`src/rtl/qstm_pkg.sv`:
```
package qstm_pkg;

	localparam int QW = 16;
	localparam int PW = 32;
	localparam int TW = 35;
	localparam int RW = 32;
	localparam int DIVW = 25;

	localparam logic [TW-1:0] ONE_Q30 = TW'(64'sd1073741824);
	localparam logic [PW-1:0] ONE_Q16 = 32'h0001_0000;
	localparam logic [RW-1:0] RECIP_SAT = 32'h7FFF_FFFF;
	localparam logic [1:0] VEC_POS = 2'd3;
	localparam logic [1:0] VEC_LAST_ROT = 2'd2;

	typedef struct packed {
		logic mode;
		logic signed [QW-1:0] qw;
		logic signed [QW-1:0] qx;
		logic signed [QW-1:0] qy;
		logic signed [QW-1:0] qz;
		logic signed [QW-1:0] sx;
		logic signed [QW-1:0] sy;
		logic signed [QW-1:0] sz;
		logic signed [PW-1:0] px;
		logic signed [PW-1:0] py;
		logic signed [PW-1:0] pz;
	} xform_t;

	typedef struct packed {
		logic [1:0] vidx;
		logic signed [PW-1:0] e0;
		logic signed [PW-1:0] e1;
		logic signed [PW-1:0] e2;
		logic signed [PW-1:0] e3;
		logic last;
	} vec_t;

	// Saturate a signed value to the 32-bit range.
	function automatic logic signed [31:0] sat32(input logic signed [63:0] v);
		logic signed [63:0] hi;
		logic signed [63:0] lo;
		hi = 64'sd2147483647;
		lo = -64'sd2147483648;
		if (v > hi) sat32 = 32'h7FFF_FFFF;
		else if (v < lo) sat32 = 32'h8000_0000;
		else sat32 = v[31:0];
	endfunction

endpackage

```
`src/rtl/qstm_recip.sv`:
```
// Pipelined restoring divider: one quotient bit per stage, giving the
// rounded Q16.16 reciprocal 2^24 / |S| of a Q8.8 scale with its sign.
module qstm_recip (
	input  logic clk,
	input  logic arst_n,
	input  logic en,
	input  logic signed [qstm_pkg::QW-1:0] s,
	output logic signed [qstm_pkg::RW-1:0] recip
);
	import qstm_pkg::*;

	localparam int NS = DIVW;

	logic [DIVW-1:0] num_q [NS+1];
	logic [DIVW-1:0] rem_q [NS+1];
	logic [DIVW-1:0] quo_q [NS+1];
	logic [QW-1:0] mag_q [NS+1];
	logic neg_q [NS+1];
	logic zero_q [NS+1];
	logic [QW-1:0] mag_in;

	assign mag_in = s[QW-1] ? QW'(-s) : QW'(s);

	// Stage zero holds the dividend 2^24 + |S|/2 and the divisor.
	always_comb begin
		num_q[0] = DIVW'(25'd16777216) + DIVW'(mag_in >> 1);
		rem_q[0] = '0;
		quo_q[0] = '0;
		mag_q[0] = mag_in;
		neg_q[0] = s[QW-1];
		zero_q[0] = (s == '0);
	end

	// Each stage shifts one dividend bit in and subtracts when it fits.
	for (genvar i = 0; i < NS; i++) begin : g_div
		logic [DIVW:0] trial;
		logic [DIVW-1:0] shifted;
		assign shifted = {rem_q[i][DIVW-2:0], num_q[i][DIVW-1-i]};
		assign trial = {1'b0, shifted} - {{(DIVW+1-QW){1'b0}}, mag_q[i]};
		always_ff @(posedge clk) begin
			if (en) begin
				num_q[i+1] <= num_q[i];
				mag_q[i+1] <= mag_q[i];
				neg_q[i+1] <= neg_q[i];
				zero_q[i+1] <= zero_q[i];
				if (!trial[DIVW]) begin
					rem_q[i+1] <= trial[DIVW-1:0];
					quo_q[i+1] <= {quo_q[i][DIVW-2:0], 1'b1};
				end else begin
					rem_q[i+1] <= shifted;
					quo_q[i+1] <= {quo_q[i][DIVW-2:0], 1'b0};
				end
			end
		end
	end

	always_comb begin
		if (zero_q[NS]) recip = RECIP_SAT;
		else if (neg_q[NS]) recip = -RW'(quo_q[NS]);
		else recip = RW'(quo_q[NS]);
	end

	logic unused_rst;
	assign unused_rst = arst_n;
endmodule

```
`config.mk`:
```
export PLATFORM = sky130hd
export DESIGN_NAME = qstm_recip
export DESIGN_NICKNAME = d
export VERILOG_FILES = /design/src/rtl/qstm_pkg.sv /design/src/rtl/qstm_recip.sv
export SDC_FILE = /design/constraint.sdc
export NUM_CORES = 2
export LEC_CHECK = 0
export BUFFER_PORTS_ARGS = -buffer_cell sky130_fd_sc_hd__buf_2
export CORE_MARGIN = 2
export CORE_UTILIZATION = 35
export CTS_CLUSTER_SIZE = 40
export DETAILED_ROUTE_END_ITERATION = 6
export PLACE_DENSITY = 0.53
export SYNTH_ARGS = -nofsm -noshare
export SYNTH_HDL_FRONTEND = slang
export SYNTH_SLANG_ARGS = --single-unit
```
`constraint.sdc`:
```
create_clock -name clk -period 3.15 [get_ports clk]
set_input_delay 0.1575 -clock clk [delete_from_list [all_inputs] [get_ports clk]]
set_output_delay 0.1575 -clock clk [all_outputs]
set_load 0.01 [all_outputs]
```
# Word-level counts from Yosys, hierarchy flattened
# Cells that the tools add are included.
# totals
reg_bits,1628
inputBits,19
output_inout_bits,32
wordCells,229
# classes
add_sub_neg,28
muxes,52
n_reduce_logical,1
# ops
cell,count
$sub A25 B16 Y26,24
$mux W24,23
$mux W32,2
$neg A25 Y32,1
$mux W1,26
$add A25 B15 Y25 const A,1
$sub A1 B16 Y17,1
$logic_not A16 Y1,1
$mux W16,1
$neg A16 Y16,1

# Depth between registers and ports, before layout
# logic_depth
word_depth,5
mapped_depth,13
depth_no_buf,11

# Worst setup path before layout
# OpenSTA, ideal clock, no wires.
# synth_timing
path_type,register to register
startpoint,"reg, netlist name num_q[175]"
endpoint,"reg rem_q, in the netlist g_div[19].shifted[24], data pin"
setup_ps,260
arrival_ps,2791
required_ps,2890
path_slack_ps,100
path_stages_with_launch,12
n_path_buf,1
synth_period_minus_slack_ps,3050
path_cell_list,edfxtp_1 > inv_1 > ha_1 > nor2b_1 > o31ai_1 > o21ai_0 > o41ai_1 > o21ai_1 > or3b_1 > buf_6 > nor2b_1 > mux2_2
# synth_rtl
item,line_no,text
"end signal, assigned by index",qstm_recip.sv:47,rem_q[i+1] <= trial[DIVW-1:0];
"end signal, assigned by index",qstm_recip.sv:50,rem_q[i+1] <= shifted;
"end, declared",qstm_recip.sv:15,logic [DIVW-1:0] rem_q [NS+1];

# Worst setup path after layout
# layout_timing
startpoint,reg quo_q[12] (netlist name)
endpoint,out recip[21] (netlist name)
# layout_via
elab_chain_cells,3
# layout_rtl
item,line_no,text
"start, declared",qstm_recip.sv:16,logic [DIVW-1:0] quo_q [NS+1];
"start signal, assigned by index",qstm_recip.sv:48,"quo_q[i+1] <= {quo_q[i][DIVW-2:0], 1'b1};"
"start signal, assigned by index",qstm_recip.sv:51,"quo_q[i+1] <= {quo_q[i][DIVW-2:0], 1'b0};"
$neg A25 Y32,qstm_recip.sv:59,else if (neg_q[NS]) recip = -RW'(quo_q[NS]);
$mux W32,qstm_recip.sv:59,
$mux W32,qstm_recip.sv:58,if (zero_q[NS]) recip = RECIP_SAT;
"end, declared",qstm_recip.sv:8,output logic signed [qstm_pkg::RW-1:0] recip
# No other way between the ends.

==> flow_summary_export.csv <==
group,metric,value,unit
place,dp_hpwl,101000,um
sta,finalCritPeriodShare,105,%
sta,period_minus_slack,3.30,ns
place,post-place-ws,-0.132,ns
worst_setup_path,start_kind,"flop",
worst_setup_path,max_stage_delay,0.56,ns
grt,overflow,0,
worst_setup_path,regToRegStartpoint,"mag_q[373]$_DFFE_PP_",
clock_network,ctsLongestPathBuffers,3,
finish,fillCellCount,18100,
synthesis,synth-seq-cells,1328,
worst_hold_path,holdPathStages,2,
synthesis,synth_edf_count,1328,
worst_setup_path,critPathLaunch,"quo_q[12]$_DFFE_PP_",
clock_network,htreeDepth,4,
sta,tightestPinTransition,0.853,ns
synthesis,synth_cell_types,84,
die,core.rowCount,161,
grt,antenna_found_initial,1,
synthesis,netlist_area,67600,um^2
synthesis,syn_inst,5670,
routing,drcViolationCount,0,
clock_network,numCtsBuffers,153,
clock_network,worstSkewPairLatency,0.78,ns
sta,setup_viol,11,
status,status,"complete, but fails checks",
worst_setup_path,crit_end,"recip[21]",
finish,final_util,41.0,%
power_and_ir_drop,leakagePower,29.9,nW
place,portBuffers,49,
finish,drive_gt1_share,12.0,%
worst_setup_path,crit_required,2.99,ns
worst_setup_path,worst-path-max-fanout,4,
clock_network,cts_root_buf,"clkbuf_16",
die,design.die.area,197000,um^2
worst_setup_path,crit_arrival,3.15,ns
die,die_w,443,um
synthesis,ys_warn_count,0,
run,max-cap-violations,0,
worst_setup_path,crit_slowest_cell,"or4_4",
sta,fin_skew,0.0209,ns
sta,rsz0062_at_grt,"yes",
synthesis,synth_area_per_cell,11.9,um^2
worst_setup_path,end_kind,"output port",
grt,grt_pass1_vias,41800,
finish,area_delta_synth_final,16.5,%
grt,grt_max_degree,120,
worst_setup_path,rr_endpoint,"g_div[3].shifted[24]$_DFFE_PP_",
routing,viasPerCell,4.94,
routing,route.vias.total,43100,
worst_hold_path,hold_path.class,"input pin to flop",
die,initial_utilization,35.2,%
routing,ant_nets,0,
finish,num-nets-final,6490,
clock_network,cts_tree,"done",
sta,setup_slack,-0.154,ns
die,ios,51,
sta,relSlewSlack,43.1,%
grt,grt_util_all_layers,13.9,%
synthesis,ys_dominant_reg_cell,"edfxtp_1",
power_and_ir_drop,max-vdd-ir-drop,514,uV
power_and_ir_drop,power_density,815,nW/um^2
routing,drt_wl_total,139000,um
worst_setup_path,critPathKind,"flop to output port",
routing,first_iter_violations,3232,
routing,post_drt_wl_per_cell,15.9,um
sta,drv_slew,0,
status,violations,"negative setup slack",
clock_network,path_clk_slew,0.06,ns
sta,finalHoldViolCount,0,
grt,grt_pass1_wl,222000,um
worst_setup_path,path_cells,"or4_4 -> nand2b_4 -> or3_4 -> or2_4 -> o41ai_4 -> xor2_1 -> nand2_1 -> buf_2",
worst_setup_path,reg2reg_depth,10,
synthesis,synth_seq_area_share,59.0,%
worst_setup_path,rrSetupSlack,0.10,ns
sta,max_freq,303,MHz
die,die_h,443,um
worst_hold_path,hold_start,"s[0]",
die,coreArea,192000,um^2
clock_network,cts.sinks,1328,
synthesis,postSynth.asyncResetShare,0,%
routing,firstDrtPassIters,5,
place,place_congestion,0.861,
metal layers:
layer  global-route usage [%]  wire [um]  vias up
met3                     2.50       5670      221
li1                         -          -    21700
met4                     4.75       4100        0
met5                        0          0        -
met2                     22.6      64900      693
met1                     18.5      64500    20500
layout make-up:
cell class	count	area, um^2	share of cell area [%]
antenna	5	12.5	0.0159
clock buffer	185	3970	5.04
clock inverter	93	997	1.27
inverter	485	1820	2.31
multi-input combinational	3762	26100	33.1
sequential	1328	39900	50.6
tap	2526	3160	4.01
timing repair buffer	341	2870	3.64
registers in the layout, indices dropped and copies added (netlist names):
| register | cells |
|---|---|
| zero_q | 25 |
| neg_q | 25 |
| mag_q | 269 |
| num_q | 114 |
| g_div.shifted | 570 |
| quo_q | 325 |
report_power, final:
| part | switching, mW | internal, mW | total (mW) |
|---|---|---|---|
| Sequential | 2.20 | 24.2 | 26.4 |
| Combinational | 11.0 | 9.20 | 20.2 |
| Clock | 7.19 | 10.4 | 17.6 |
what timing repair did:
| item | in CTS | in global routing |
|---|---|---|
| pin swaps | 6 | 19 |
| hold endpoints to repair | 180 | 0 |
| hold buffers | 27 | 0 |
| gates resized for setup | 31 | 99 |
| setup buffers | 7 | 14 |
| endpoints found under the setup margin | 30 | 237 |
| cloned | 0 | 1 |
critical path: cells and delay by family, from the launching register on:
family | cells | cell delay, ns
compound gates | 1 | 0.24
xor+xnor | 1 | 0.19
buf+inv | 1 | 0.15
flops | 1 | 0.39
simple gates | 5 | 1.40
logic make-up (layout without fill, tap and decap cells):
family / Yosys count / after routing / share of synthesized area [%]
AND/OR/NAND/NOR: 1530 / 1531 / 10.9
adder cells (fa/ha/maj): 400 / 400 / 7.66
flip-flops: 1328 / 1328 / 59.0
XOR/XNOR: 428 / 428 / 5.55
multiplexers: 75 / 75 / 1.23
other: 1 / 13 / 0.00555
AO/OA/AOI/OAI: 1320 / 1320 / 12.3
buffers and inverters: 588 / 1104 / 3.31
worst min path at each step:
stage / slack, ns / end
after floorplan: 0.26 / mag_q[384]$_DFFE_PP_
after detailed placement: 0.40 / neg_q[4]$_DFFE_PP_
final: 0.19 / mag_q[384]$_DFFE_PP_
after global placement: 0.40 / quo_q[14]$_DFFE_PP_
after global routing: 0.17 / mag_q[384]$_DFFE_PP_
after CTS: 0.11 / mag_q[384]$_DFFE_PP_
cells in the final DEF, fill, tap and decap left out, drive strengths merged, types with 25 or more instances in the layout:
cell type,Yosys,layout
buf,15,314
nor4,43,43
nor2b,57,57
o31ai,48,48
a31oi,26,26
a211oi,54,54
nand3,88,88
xor2,186,186
clkbuf,88,185
dlygate4sd3,0,27
a21boi,25,25
and2,46,46
a21oi,353,353
inv,483,491
a21o,118,118
or3,48,48
or2,24,25
mux2,64,64
o21ai,386,386
ha,377,377
edfxtp,1328,1328
nor2,387,387
nor3,130,130
nand2,446,446
o21a,74,74
nand2b,117,117
and3,31,31
xnor2,242,242
o211ai,51,51
clkinv,2,68
cells in the mapped netlist, types with 17 or more instances:
master,number,area share (%)
and3_1,31,0.29
clkbuf_1,88,0.49
nand4_1,23,0.21
a21oi_1,353,2.6
fa_1,23,0.68
a211oi_1,52,0.58
and2_1,46,0.43
or3_1,47,0.43
nand3_1,88,0.65
ha_1,377,7.0
o21ai_0,381,2.8
or4_1,18,0.20
o21bai_1,17,0.19
nand3b_1,22,0.24
o211ai_1,51,0.57
o21a_1,74,0.82
nor4_1,43,0.40
a21o_1,118,1.3
nor3_1,126,0.93
a31oi_1,26,0.24
nor2b_1,57,0.53
nand2b_1,117,1.1
xor2_1,186,2.4
nand2_1,446,2.5
nor2_1,387,2.1
inv_1,480,2.7
xnor2_1,242,3.1
a21boi_0,25,0.28
o31a_1,21,0.27
o31ai_1,48,0.53
mux2_2,64,1.1
edfxtp_1,1328,59
or2_2,24,0.22
through the flow:
step                      hold slack [ns]  TNS, ns  power, mW  cells  cell area (um^2)
after floorplan                     0.256        0       40.5   5677             67600
after global placement              0.401   -0.137       46.1   8394             72800
after detailed placement            0.405   -0.635       46.4   8394             72800
after CTS                           0.114    -2.05       64.6   8706             78300
after global routing                0.166    -2.74       68.4   8721             78700
final                               0.192   -0.801       64.2   8725             78800
Power figures use the tool's default switching activity.
